===== src/rtl/tcse_pkg.sv =====
// ----------------------------------------------------------------------------
// tcse_pkg
// Shared types and constants for the ClientHello server-name extractor.
// ----------------------------------------------------------------------------
package tcse_pkg;

    localparam int unsigned MAX_BUFFER  = 16384;
    localparam int unsigned LEN_W       = 15;
    localparam int unsigned QUEUE_DEPTH = 4;
    localparam int unsigned QPTR_W      = $clog2(QUEUE_DEPTH);
    localparam int unsigned QCNT_W      = $clog2(QUEUE_DEPTH + 1);

    localparam logic [7:0] REC_HANDSHAKE = 8'h16;
    localparam logic [7:0] REC_VER_MAJOR = 8'h03;
    localparam logic [7:0] HS_CLIENTHELLO = 8'h01;
    localparam logic [15:0] EXT_SERVER_NAME = 16'h0000;
    localparam logic [7:0] NAME_HOST = 8'h00;
    localparam logic [5:0] RANDOM_LEN = 6'd34;

    typedef enum logic [1:0] {
        ST_SNI_FOUND = 2'd0,
        ST_NOT_TLS   = 2'd1,
        ST_MALFORMED = 2'd2
    } status_t;

    typedef enum logic [26:0] {
        PH_IDLE     = 27'h0000001,
        PH_REC      = 27'h0000002,
        PH_HS       = 27'h0000004,
        PH_RANDOM   = 27'h0000008,
        PH_SID_LEN  = 27'h0000010,
        PH_SID      = 27'h0000020,
        PH_CS_HI    = 27'h0000040,
        PH_CS_LO    = 27'h0000080,
        PH_CS       = 27'h0000100,
        PH_COMP_LEN = 27'h0000200,
        PH_COMP     = 27'h0000400,
        PH_EXTS_HI  = 27'h0000800,
        PH_EXTS_LO  = 27'h0001000,
        PH_TYPE_HI  = 27'h0002000,
        PH_TYPE_LO  = 27'h0004000,
        PH_OLEN_HI  = 27'h0008000,
        PH_OLEN_LO  = 27'h0010000,
        PH_OSKIP    = 27'h0020000,
        PH_SLEN_HI  = 27'h0040000,
        PH_SLEN_LO  = 27'h0080000,
        PH_LIST_HI  = 27'h0100000,
        PH_LIST_LO  = 27'h0200000,
        PH_NTYPE    = 27'h0400000,
        PH_NLEN_HI  = 27'h0800000,
        PH_NLEN_LO  = 27'h1000000,
        PH_NAME     = 27'h2000000,
        PH_DONE     = 27'h4000000
    } phase_t;

    typedef struct packed {
        logic [7:0]       data_byte;
        logic             start;
        logic             short_buf;
        logic [LEN_W-1:0] total_len;
    } item_t;

endpackage


===== src/rtl/tcse_front.sv =====
// ----------------------------------------------------------------------------
// tcse_front
// Input side: accepts byte transfers, clamps the buffer length, flags short
// buffers and holds the classified bytes in a small queue for the parser.
// ----------------------------------------------------------------------------
module tcse_front
(
    input  logic                   clk,
    input  logic                   rst_n,
    input  logic                   in_valid,
    output logic                   in_ready,
    input  logic [7:0]             in_byte,
    input  logic                   in_start,
    input  logic [14:0]            in_len,
    output logic                   q_valid,
    input  logic                   q_pop,
    output tcse_pkg::item_t        q_item
);

    tcse_pkg::item_t                   mem [tcse_pkg::QUEUE_DEPTH];
    logic [tcse_pkg::QPTR_W-1:0]       wr_ptr_reg, wr_ptr_next;
    logic [tcse_pkg::QPTR_W-1:0]       rd_ptr_reg, rd_ptr_next;
    logic [tcse_pkg::QCNT_W-1:0]       count_reg, count_next;
    tcse_pkg::item_t                   wr_item;
    logic                              push;
    logic                              pop;
    logic [tcse_pkg::LEN_W-1:0]        clamped;

    assign in_ready = (count_reg != tcse_pkg::QCNT_W'(tcse_pkg::QUEUE_DEPTH));
    assign push     = in_valid && in_ready;
    assign q_valid  = (count_reg != '0);
    assign pop      = q_pop && q_valid;
    assign q_item   = mem[rd_ptr_reg];

    always_comb
    begin
        clamped = (32'(in_len) > tcse_pkg::MAX_BUFFER)
                  ? tcse_pkg::LEN_W'(tcse_pkg::MAX_BUFFER) : in_len;
        wr_item.data_byte = in_byte;
        wr_item.start     = in_start;
        wr_item.total_len = clamped;
        wr_item.short_buf = (clamped < tcse_pkg::LEN_W'(5));
    end

    always_comb
    begin
        wr_ptr_next = push ? wr_ptr_reg + 1'b1 : wr_ptr_reg;
        rd_ptr_next = pop ? rd_ptr_reg + 1'b1 : rd_ptr_reg;
        count_next  = count_reg;
        if (push && !pop)
        begin
            count_next = count_reg + 1'b1;
        end
        else if (pop && !push)
        begin
            count_next = count_reg - 1'b1;
        end
    end

    always_ff @(posedge clk)
    begin
        if (push)
        begin
            mem[wr_ptr_reg] <= wr_item;
        end
    end

    always_ff @(posedge clk or negedge rst_n)
    begin
        if (!rst_n)
        begin
            wr_ptr_reg <= '0;
            rd_ptr_reg <= '0;
            count_reg  <= '0;
        end
        else
        begin
            wr_ptr_reg <= wr_ptr_next;
            rd_ptr_reg <= rd_ptr_next;
            count_reg  <= count_next;
        end
    end

endmodule


===== src/rtl/tcse_back.sv =====
// ----------------------------------------------------------------------------
// tcse_back
// Parser: walks the record, handshake and extension headers one byte a cycle
// while bytes wait and no result is stalled, and drives the result register.
// ----------------------------------------------------------------------------
module tcse_back
(
    input  logic                   clk,
    input  logic                   rst_n,
    input  logic                   q_valid,
    output logic                   q_pop,
    input  tcse_pkg::item_t        q_item,
    output logic                   out_valid,
    input  logic                   out_ready,
    output logic                   out_has,
    output logic [7:0]             out_byte,
    output logic                   out_done,
    output logic [1:0]             out_status
);

    tcse_pkg::phase_t              phase_reg, phase_next;
    logic [14:0]                   pos_reg, pos_next;
    logic [14:0]                   total_reg, total_next;
    logic [16:0]                   rec_end_reg, rec_end_next;
    logic [24:0]                   hs_end_reg, hs_end_next;
    logic [16:0]                   ext_end_reg, ext_end_next;
    logic [15:0]                   fr_reg, fr_next;
    logic [23:0]                   acc_reg, acc_next;

    logic                          ov_reg, ov_next;
    logic                          has_reg;
    logic [7:0]                    byte_reg;
    logic                          done_reg;
    logic [1:0]                    status_reg;

    logic                          em, em_has, em_done;
    logic [7:0]                    em_byte;
    tcse_pkg::status_t             em_st;

    logic                          active;
    tcse_pkg::phase_t              cur_phase;
    logic [14:0]                   cur_pos;
    logic [14:0]                   p;
    logic [7:0]                    b;
    logic [15:0]                   v16;
    logic [23:0]                   acc_sh;
    logic [15:0]                   fr_dec;
    logic [25:0]                   p_w, b_w, v_w, he_w, ee_w, acc_w;

    assign q_pop      = q_valid && (!ov_reg || out_ready);
    assign out_valid  = ov_reg;
    assign out_has    = has_reg;
    assign out_byte   = byte_reg;
    assign out_done   = done_reg;
    assign out_status = status_reg;

    always_comb
    begin
        phase_next   = phase_reg;
        pos_next     = pos_reg;
        total_next   = total_reg;
        rec_end_next = rec_end_reg;
        hs_end_next  = hs_end_reg;
        ext_end_next = ext_end_reg;
        fr_next      = fr_reg;
        acc_next     = acc_reg;
        em           = 1'b0;
        em_has       = 1'b0;
        em_byte      = 8'h00;
        em_done      = 1'b0;
        em_st        = tcse_pkg::ST_SNI_FOUND;

        b         = q_item.data_byte;
        cur_phase = q_item.start ? tcse_pkg::PH_REC : phase_reg;
        cur_pos   = q_item.start ? 15'd0 : pos_reg;
        p         = cur_pos + 15'd1;
        v16       = {acc_reg[7:0], b};
        acc_sh    = {acc_reg[15:0], b};
        fr_dec    = fr_reg - 16'd1;
        p_w       = 26'(p);
        b_w       = 26'(b);
        v_w       = 26'(v16);
        acc_w     = 26'(acc_sh);
        he_w      = 26'(hs_end_reg);
        ee_w      = 26'(ext_end_reg);

        if (q_item.start)
        begin
            active       = !q_item.short_buf;
            total_next   = q_item.total_len;
            rec_end_next = '0;
            hs_end_next  = '0;
            ext_end_next = '0;
            fr_next      = '0;
            acc_next     = '0;
            phase_next   = tcse_pkg::PH_REC;
            pos_next     = 15'd0;
            if (q_item.short_buf)
            begin
                pos_next   = 15'd1;
                phase_next = tcse_pkg::PH_DONE;
                em         = 1'b1;
                em_done    = 1'b1;
                em_st      = tcse_pkg::ST_NOT_TLS;
            end
        end
        else
        begin
            active = (phase_reg != tcse_pkg::PH_IDLE) && (pos_reg < total_reg);
        end

        if (active)
        begin
            pos_next = p;
            unique case (cur_phase)
                tcse_pkg::PH_REC:
                begin
                    if ((cur_pos == 15'd0 && b != tcse_pkg::REC_HANDSHAKE)
                        || (cur_pos == 15'd1 && b != tcse_pkg::REC_VER_MAJOR))
                    begin
                        phase_next = tcse_pkg::PH_DONE;
                        em = 1'b1; em_done = 1'b1; em_st = tcse_pkg::ST_NOT_TLS;
                    end
                    else if (cur_pos == 15'd3)
                    begin
                        acc_next = 24'(b);
                    end
                    else if (cur_pos == 15'd4)
                    begin
                        if (v_w < 26'd4 || 26'(total_next) < 26'd5 + v_w)
                        begin
                            phase_next = tcse_pkg::PH_DONE;
                            em = 1'b1; em_done = 1'b1; em_st = tcse_pkg::ST_MALFORMED;
                        end
                        else
                        begin
                            rec_end_next = 17'd5 + 17'(v16);
                            acc_next     = '0;
                            phase_next   = tcse_pkg::PH_HS;
                        end
                    end
                end
                tcse_pkg::PH_HS:
                begin
                    if (cur_pos == 15'd5)
                    begin
                        acc_next = '0;
                        if (b != tcse_pkg::HS_CLIENTHELLO)
                        begin
                            phase_next = tcse_pkg::PH_DONE;
                            em = 1'b1; em_done = 1'b1; em_st = tcse_pkg::ST_MALFORMED;
                        end
                    end
                    else
                    begin
                        acc_next = acc_sh;
                        if (cur_pos == 15'd8)
                        begin
                            if (26'd9 + acc_w > 26'(rec_end_reg)
                                || p_w + 26'(tcse_pkg::RANDOM_LEN) > 26'd9 + acc_w)
                            begin
                                phase_next = tcse_pkg::PH_DONE;
                                em = 1'b1; em_done = 1'b1;
                                em_st = tcse_pkg::ST_MALFORMED;
                            end
                            else
                            begin
                                hs_end_next = 25'(26'd9 + acc_w);
                                fr_next     = 16'(tcse_pkg::RANDOM_LEN);
                                phase_next  = tcse_pkg::PH_RANDOM;
                            end
                        end
                    end
                end
                tcse_pkg::PH_RANDOM:
                begin
                    fr_next = fr_dec;
                    if (fr_dec == '0)
                    begin
                        if (p_w + 26'd1 > he_w)
                        begin
                            phase_next = tcse_pkg::PH_DONE;
                            em = 1'b1; em_done = 1'b1; em_st = tcse_pkg::ST_MALFORMED;
                        end
                        else
                        begin
                            phase_next = tcse_pkg::PH_SID_LEN;
                        end
                    end
                end
                tcse_pkg::PH_SID_LEN, tcse_pkg::PH_COMP_LEN:
                begin
                    if (p_w + b_w > he_w || (b == 8'h00 && p_w + 26'd2 > he_w))
                    begin
                        phase_next = tcse_pkg::PH_DONE;
                        em = 1'b1; em_done = 1'b1; em_st = tcse_pkg::ST_MALFORMED;
                    end
                    else if (b == 8'h00)
                    begin
                        phase_next = (cur_phase == tcse_pkg::PH_SID_LEN)
                                     ? tcse_pkg::PH_CS_HI : tcse_pkg::PH_EXTS_HI;
                    end
                    else
                    begin
                        fr_next    = 16'(b);
                        phase_next = (cur_phase == tcse_pkg::PH_SID_LEN)
                                     ? tcse_pkg::PH_SID : tcse_pkg::PH_COMP;
                    end
                end
                tcse_pkg::PH_SID, tcse_pkg::PH_COMP:
                begin
                    fr_next = fr_dec;
                    if (fr_dec == '0)
                    begin
                        if (p_w + 26'd2 > he_w)
                        begin
                            phase_next = tcse_pkg::PH_DONE;
                            em = 1'b1; em_done = 1'b1; em_st = tcse_pkg::ST_MALFORMED;
                        end
                        else
                        begin
                            phase_next = (cur_phase == tcse_pkg::PH_SID)
                                         ? tcse_pkg::PH_CS_HI : tcse_pkg::PH_EXTS_HI;
                        end
                    end
                end
                tcse_pkg::PH_CS_HI:
                begin
                    acc_next   = 24'(b);
                    phase_next = tcse_pkg::PH_CS_LO;
                end
                tcse_pkg::PH_CS_LO:
                begin
                    if (p_w + v_w > he_w || (v16 == '0 && p_w + 26'd1 > he_w))
                    begin
                        phase_next = tcse_pkg::PH_DONE;
                        em = 1'b1; em_done = 1'b1; em_st = tcse_pkg::ST_MALFORMED;
                    end
                    else if (v16 == '0)
                    begin
                        phase_next = tcse_pkg::PH_COMP_LEN;
                    end
                    else
                    begin
                        fr_next    = v16;
                        phase_next = tcse_pkg::PH_CS;
                    end
                end
                tcse_pkg::PH_CS:
                begin
                    fr_next = fr_dec;
                    if (fr_dec == '0)
                    begin
                        if (p_w + 26'd1 > he_w)
                        begin
                            phase_next = tcse_pkg::PH_DONE;
                            em = 1'b1; em_done = 1'b1; em_st = tcse_pkg::ST_MALFORMED;
                        end
                        else
                        begin
                            phase_next = tcse_pkg::PH_COMP_LEN;
                        end
                    end
                end
                tcse_pkg::PH_EXTS_HI, tcse_pkg::PH_TYPE_HI, tcse_pkg::PH_OLEN_HI,
                tcse_pkg::PH_SLEN_HI, tcse_pkg::PH_LIST_HI, tcse_pkg::PH_NLEN_HI:
                begin
                    acc_next   = 24'(b);
                    phase_next = tcse_pkg::phase_t'({cur_phase[25:0], 1'b0});
                end
                tcse_pkg::PH_EXTS_LO:
                begin
                    if (p_w + v_w > he_w || p_w + 26'd4 > p_w + v_w)
                    begin
                        phase_next = tcse_pkg::PH_DONE;
                        em = 1'b1; em_done = 1'b1; em_st = tcse_pkg::ST_MALFORMED;
                    end
                    else
                    begin
                        ext_end_next = 17'(p_w + v_w);
                        phase_next   = tcse_pkg::PH_TYPE_HI;
                    end
                end
                tcse_pkg::PH_TYPE_LO:
                begin
                    phase_next = (v16 == tcse_pkg::EXT_SERVER_NAME)
                                 ? tcse_pkg::PH_SLEN_HI : tcse_pkg::PH_OLEN_HI;
                end
                tcse_pkg::PH_OLEN_LO:
                begin
                    if (p_w + v_w > ee_w || (v16 == '0 && p_w + 26'd4 > ee_w))
                    begin
                        phase_next = tcse_pkg::PH_DONE;
                        em = 1'b1; em_done = 1'b1; em_st = tcse_pkg::ST_MALFORMED;
                    end
                    else if (v16 == '0)
                    begin
                        phase_next = tcse_pkg::PH_TYPE_HI;
                    end
                    else
                    begin
                        fr_next    = v16;
                        phase_next = tcse_pkg::PH_OSKIP;
                    end
                end
                tcse_pkg::PH_OSKIP:
                begin
                    fr_next = fr_dec;
                    if (fr_dec == '0)
                    begin
                        if (p_w + 26'd4 > ee_w)
                        begin
                            phase_next = tcse_pkg::PH_DONE;
                            em = 1'b1; em_done = 1'b1; em_st = tcse_pkg::ST_MALFORMED;
                        end
                        else
                        begin
                            phase_next = tcse_pkg::PH_TYPE_HI;
                        end
                    end
                end
                tcse_pkg::PH_SLEN_LO:
                begin
                    if (p_w + v_w > ee_w || v16 < 16'd5)
                    begin
                        phase_next = tcse_pkg::PH_DONE;
                        em = 1'b1; em_done = 1'b1; em_st = tcse_pkg::ST_MALFORMED;
                    end
                    else
                    begin
                        fr_next    = v16;
                        phase_next = tcse_pkg::PH_LIST_HI;
                    end
                end
                tcse_pkg::PH_LIST_LO:
                begin
                    if (v_w + 26'd2 > 26'(fr_reg) || v16 < 16'd3)
                    begin
                        phase_next = tcse_pkg::PH_DONE;
                        em = 1'b1; em_done = 1'b1; em_st = tcse_pkg::ST_MALFORMED;
                    end
                    else
                    begin
                        fr_next    = v16;
                        phase_next = tcse_pkg::PH_NTYPE;
                    end
                end
                tcse_pkg::PH_NTYPE:
                begin
                    if (b != tcse_pkg::NAME_HOST)
                    begin
                        phase_next = tcse_pkg::PH_DONE;
                        em = 1'b1; em_done = 1'b1; em_st = tcse_pkg::ST_MALFORMED;
                    end
                    else
                    begin
                        phase_next = tcse_pkg::PH_NLEN_HI;
                    end
                end
                tcse_pkg::PH_NLEN_LO:
                begin
                    if (26'd3 + v_w > 26'(fr_reg) || v16 == '0)
                    begin
                        phase_next = tcse_pkg::PH_DONE;
                        em = 1'b1; em_done = 1'b1; em_st = tcse_pkg::ST_MALFORMED;
                    end
                    else
                    begin
                        fr_next    = v16;
                        phase_next = tcse_pkg::PH_NAME;
                    end
                end
                tcse_pkg::PH_NAME:
                begin
                    fr_next = fr_dec;
                    em      = 1'b1;
                    em_has  = 1'b1;
                    em_byte = b;
                    if (fr_dec == '0)
                    begin
                        em_done    = 1'b1;
                        phase_next = tcse_pkg::PH_DONE;
                    end
                end
                tcse_pkg::PH_IDLE, tcse_pkg::PH_DONE:
                begin
                end
                default:
                begin
                end
            endcase
        end
    end

    always_comb
    begin
        if (q_pop && em)
        begin
            ov_next = 1'b1;
        end
        else if (out_ready)
        begin
            ov_next = 1'b0;
        end
        else
        begin
            ov_next = ov_reg;
        end
    end

    always_ff @(posedge clk)
    begin
        if (q_pop && em)
        begin
            has_reg    <= em_has;
            byte_reg   <= em_byte;
            done_reg   <= em_done;
            status_reg <= em_done ? em_st : tcse_pkg::ST_SNI_FOUND;
        end
    end

    always_ff @(posedge clk or negedge rst_n)
    begin
        if (!rst_n)
        begin
            phase_reg   <= tcse_pkg::PH_IDLE;
            pos_reg     <= '0;
            total_reg   <= '0;
            rec_end_reg <= '0;
            hs_end_reg  <= '0;
            ext_end_reg <= '0;
            fr_reg      <= '0;
            acc_reg     <= '0;
            ov_reg      <= 1'b0;
        end
        else
        begin
            ov_reg <= ov_next;
            if (q_pop)
            begin
                phase_reg   <= phase_next;
                pos_reg     <= pos_next;
                total_reg   <= total_next;
                rec_end_reg <= rec_end_next;
                hs_end_reg  <= hs_end_next;
                ext_end_reg <= ext_end_next;
                fr_reg      <= fr_next;
                acc_reg     <= acc_next;
            end
        end
    end

endmodule


===== src/rtl/tls_client_hello_sni_extractor.sv =====
// ----------------------------------------------------------------------------
// tls_client_hello_sni_extractor
// Pulls the server name out of a captured ClientHello, one byte per transfer.
//
// Input stream: one buffer byte per transfer; tuser marks the first byte of a
// buffer and restarts parsing, and the buffer length rides along in tdata.
// Output stream: host-name bytes (tuser high) and one final status transfer
// (tlast high); the last name byte and the found status share one transfer.
// Each accepted byte is queued, then parsed into the result register.
// Throughput: one byte per cycle unless the receiver stalls, set by the
// single-byte parser step; a four-entry queue sits between input and parser.
// When the receiver stalls, the result register holds and the queue fills;
// s_axis_tready drops once four bytes are waiting.
// Reset clears the queue, the parser state and the output valid; bytes are
// ignored until a byte with the start flag arrives.
// ----------------------------------------------------------------------------
module tls_client_hello_sni_extractor
(
    input  logic        clk,
    input  logic        rst_n,
    input  logic        s_axis_tvalid,
    output logic        s_axis_tready,
    input  logic [23:0] s_axis_tdata,   // data_byte[7:0], buffer_length[22:8]
    input  logic        s_axis_tuser,   // start_req
    output logic        m_axis_tvalid,
    input  logic        m_axis_tready,
    output logic [15:0] m_axis_tdata,   // name_byte[7:0], status[9:8]
    output logic        m_axis_tuser,   // has_byte
    output logic        m_axis_tlast    // done_res
);

    logic            q_valid;
    logic            q_pop;
    tcse_pkg::item_t q_item;
    logic [7:0]      name_byte;
    logic [1:0]      status;

    tcse_front u_front
    (
        .clk      (clk),
        .rst_n    (rst_n),
        .in_valid (s_axis_tvalid),
        .in_ready (s_axis_tready),
        .in_byte  (s_axis_tdata[7:0]),
        .in_start (s_axis_tuser),
        .in_len   (s_axis_tdata[22:8]),
        .q_valid  (q_valid),
        .q_pop    (q_pop),
        .q_item   (q_item)
    );

    tcse_back u_back
    (
        .clk        (clk),
        .rst_n      (rst_n),
        .q_valid    (q_valid),
        .q_pop      (q_pop),
        .q_item     (q_item),
        .out_valid  (m_axis_tvalid),
        .out_ready  (m_axis_tready),
        .out_has    (m_axis_tuser),
        .out_byte   (name_byte),
        .out_done   (m_axis_tlast),
        .out_status (status)
    );

    assign m_axis_tdata = {6'b0, status, name_byte};

endmodule


===== config.mk =====
export PLATFORM = sky130hd
export DESIGN_NAME = tls_client_hello_sni_extractor
export DESIGN_NICKNAME = d
export VERILOG_FILES = /design/src/rtl/tcse_pkg.sv /design/src/rtl/tcse_front.sv /design/src/rtl/tcse_back.sv /design/src/rtl/tls_client_hello_sni_extractor.sv
export SDC_FILE = /design/constraint.sdc
export NUM_CORES = 1
export LEC_CHECK = 0
export ABC_AREA = 1
export BUFFER_PORTS_ARGS = -buffer_cell sky130_fd_sc_hd__buf_2
export CAP_MARGIN = 10
export CORE_MARGIN = 2
export CORE_UTILIZATION = 59
export DETAILED_ROUTE_END_ITERATION = 6
export HOLD_SLACK_MARGIN = 0.15
export PLACE_DENSITY = 0.79
export SYNTH_ARGS = -nofsm -noshare
export SYNTH_HDL_FRONTEND = slang
export SYNTH_SLANG_ARGS = --single-unit

===== constraint.sdc =====
create_clock -name clk -period 7.4 [get_ports clk]
set_input_delay 0.74 -clock clk [delete_from_list [all_inputs] [get_ports clk]]
set_output_delay 0.74 -clock clk [all_outputs]
set_load 0.01 [all_outputs]

==> flow_summary.ini <==
[global_route]
grt_max_degree = 93
antenna_found_initial = 0
grt_overflow_total = 0
grt_first_pass_wirelength_mm = 122
gr-usage-all-layers_pct = 38.4
grt_pass1_vias = 21788

[critical_path]
rr_startpoint = u_front.rd_ptr_reg[0]$_DFFE_PN0P_
critPathCapture = u_back.out_status[1]$_SDFFCE_PN0P_
reg2reg_depth = 41
cp_slowest_cell = dfrtp_1
crit_path_end_kind = flop
critPathLaunch = u_front.rd_ptr_reg[0]$_DFFE_PN0P_
worst_path_largest_cell_delay_ns = 0.44
critPathKind = reg2reg
cp.required_ns = 7.66
cp_common_cell = nand2_1
worstPathArrival_ns = 7.20
cp-start-kind = flop
path_max_fanout = 11
reg2reg_slack_ns = 0.46
r2r_end = u_back.out_status[1]$_SDFFCE_PN0P_

[synth]
synth_top_flop_cell = dfrtp_1
syn_avg_cell_area_sq_um = 7.42
synth_cell_types = 74
synth_top_area_share_pct = 16.5
ys_seq_area_share_pct = 31.0
synth-async-reset-ratio_pct = 58.2
synth_top_cell_by_area = dfrtp_1
netlist_area_sq_mm = 0.0235
yosysWarnings = 0
ys_top_cells_by_area = dfrtp_1, edfxtp_1, ha_1
synth_commonest_cells = nand2_1, inv_1, nor2_1, ha_1, o21ai_0
synth.ff_latch_count = 268
synth_edf_count = 112
synth.most_common_cell = nand2_1
netlist_instances = 3164

[placement]
dp.cells = 3685
gp_congestion = 1.04
io_buffers = 41
dp_hpwl_mm = 59.1

[layout]
final-seq-area_sq_mm = 0.00727
multi_input_area_sq_mm = 0.0140
synthToLayoutAreaGrowth_pct = 8.51
fill_cells = 3492
largest_reg_flops = 100
final_cells = 3753
layout.nets = 3471
layout-drive-gt1-share_pct = 9.91
diodes = 0

[timing]
slew_viol_final = 0
min_period_ns = 6.94
fmax_mhz = 144
tightest_slew_ns = 1.18
tns_ns = 0
hold_viol = 0
setup_viol = 0
slew_headroom_pct = 20.8
period_share_pct = 93.8
skew_ns = 0.0273

[clock_tree]
cts_buffer_depth = 3
root_buffer = clkbuf_16
clock_sinks = 268
cts_tree = yes
clk_pin_slew_ns = 0.06
clock_latency_ns = 0.57
ctsHoldBuffers = 0
cts-htree-levels = 2
cts_buffers = 34

[run]
max-cap-violations = 0

[route]
wl_mm = 79.3
drt-initial-drc-count = 2431
avgRoutedWirePerCell_um = 21.1
drt_pass1_iterations = 6
drcViolationCount = 0
drtAntennaViolNets = 0
via_per_inst = 6.11
num_vias = 22914

[run_status]
run_status = complete, no violations

[die]
die_w_um = 204
start_util_pct = 59.4
fp-row-count = 73
core_sq_mm = 0.0395
dieArea_sq_mm = 0.0414
io_pins = 49
die_h_um = 204

[pwr]
vdd_ir_drop_max_v = 0.000504
p_per_area_mw_per_mm2 = 483
p_leak_nw = 12.1

[min_path]
min_path_type = in2async
==> logic make-up after synthesis <==
family	synth area share (%)
compound gates	16.0
xor+xnor	4.70
fa+ha+maj	12.9
buf+inv	9.75
flops	31.0
other cells	0.0160
simple gates	25.7
==> stage by stage <==
| stage | setup slack [ns] | hold slack, ns | area, sq um | total power [mW] | utilization [%] |
|---|---|---|---|---|---|
| floorplan | 0.424 | 0.444 | 23500 | 7.82 | - |
| global placement | 0.527 | 0.478 | 24200 | 10.0 | 61.3 |
| detailed placement | 0.334 | 0.487 | 24200 | 10.3 | 61.3 |
| CTS | 0.300 | 0.365 | 25400 | 12.1 | 64.2 |
| global route | -0.0204 | 0.382 | 25500 | 13.2 | 64.4 |
| finish | 0.460 | 0.296 | 25500 | 12.3 | 64.4 |
==> report_power, final <==
part	internal (mW)	switching, mW	total (mW)
Clock	1.03	0.733	1.76
Sequential	2.01	0.370	2.38
Combinational	2.46	5.71	8.16
==> worst min path at each step <==
stage | from | endpoint | slack, ns | depth (start not counted)
2_1_floorplan | rst_n | u_back.acc_reg[0]$_DFFE_PN0P_ | 0.44 | 0
3_5_place_dp | u_back.rec_end_reg[16]$_DFFE_PN0P_ | u_back.rec_end_reg[16]$_DFFE_PN0P_ | 0.49 | 2
4_1_cts | rst_n | u_back.rec_end_reg[14]$_DFFE_PN0P_ | 0.36 | 1
3_3_place_gp | u_back.rec_end_reg[15]$_DFFE_PN0P_ | u_back.rec_end_reg[15]$_DFFE_PN0P_ | 0.48 | 2
5_1_grt | s_axis_tdata[5] | u_front.mem[3][22]$_DFFE_PP_ | 0.38 | 1
6_report | rst_n | u_back.hs_end_reg[7]$_DFFE_PN0P_ | 0.30 | 1
==> worst max-delay path: cells and delay by family (launching register included) <==
family	cells	cell delay, ns
AOI/OAI and AO/OA	13	2.22
adders and majority gates	3	0.93
xor gates and xnor gates	1	0.23
DFF	1	0.44
buffers and inverters	5	0.74
and+or+nand+nor	19	2.09
==> timing repair <==
action / in CTS / in global routing
endpoints found under the setup margin: 0 / 27
setup buffers: 0 / 6
gates resized for setup: 0 / 12
==> placed cells by master, fill, tap and decap left out, types with 7 or more instances in the layout <==
cell type / n
a21oi_1: 210
o22ai_1: 30
o21ai_1: 21
nor4_1: 29
nor2_1: 355
dfrtp_1: 155
nor2_4: 8
xnor2_1: 9
xor2_1: 111
inv_1: 412
edfxtp_1: 112
o2111ai_1: 7
nor2_2: 24
nand2_1: 529
nand4_1: 67
nor3_1: 44
ha_1: 237
buf_2: 40
inv_2: 27
clkbuf_16: 34
nand2_4: 12
buf_4: 61
nand3_2: 16
o21ai_0: 224
nand2_2: 31
o211ai_1: 39
nand3_1: 169
clkinv_2: 10
a22oi_1: 28
o32ai_1: 8
o21bai_1: 11
o221ai_1: 7
a31oi_1: 32
==> routing by layer <==
layer | up-vias | share of wire (%) | GRT usage, %
li1 | 10771 | - | -
met1 | 10790 | 41 | 50.3
met2 | 1117 | 45 | 60.5
met3 | 236 | 9.4 | 7.09
met4 | 0 | 5.4 | 20.5
met5 | - | 0 | 0
==> final cells by class <==
type	count	share of cell area (%)
repair buffers	103	2.67
flip-flops and latches	268	28.5
clock inverters	20	1.02
well taps	525	2.58
multi-input cells	2342	54.9
inverters	453	6.75
clock buffers	42	3.54
Note: power is estimated with default switching activity, not from simulation.
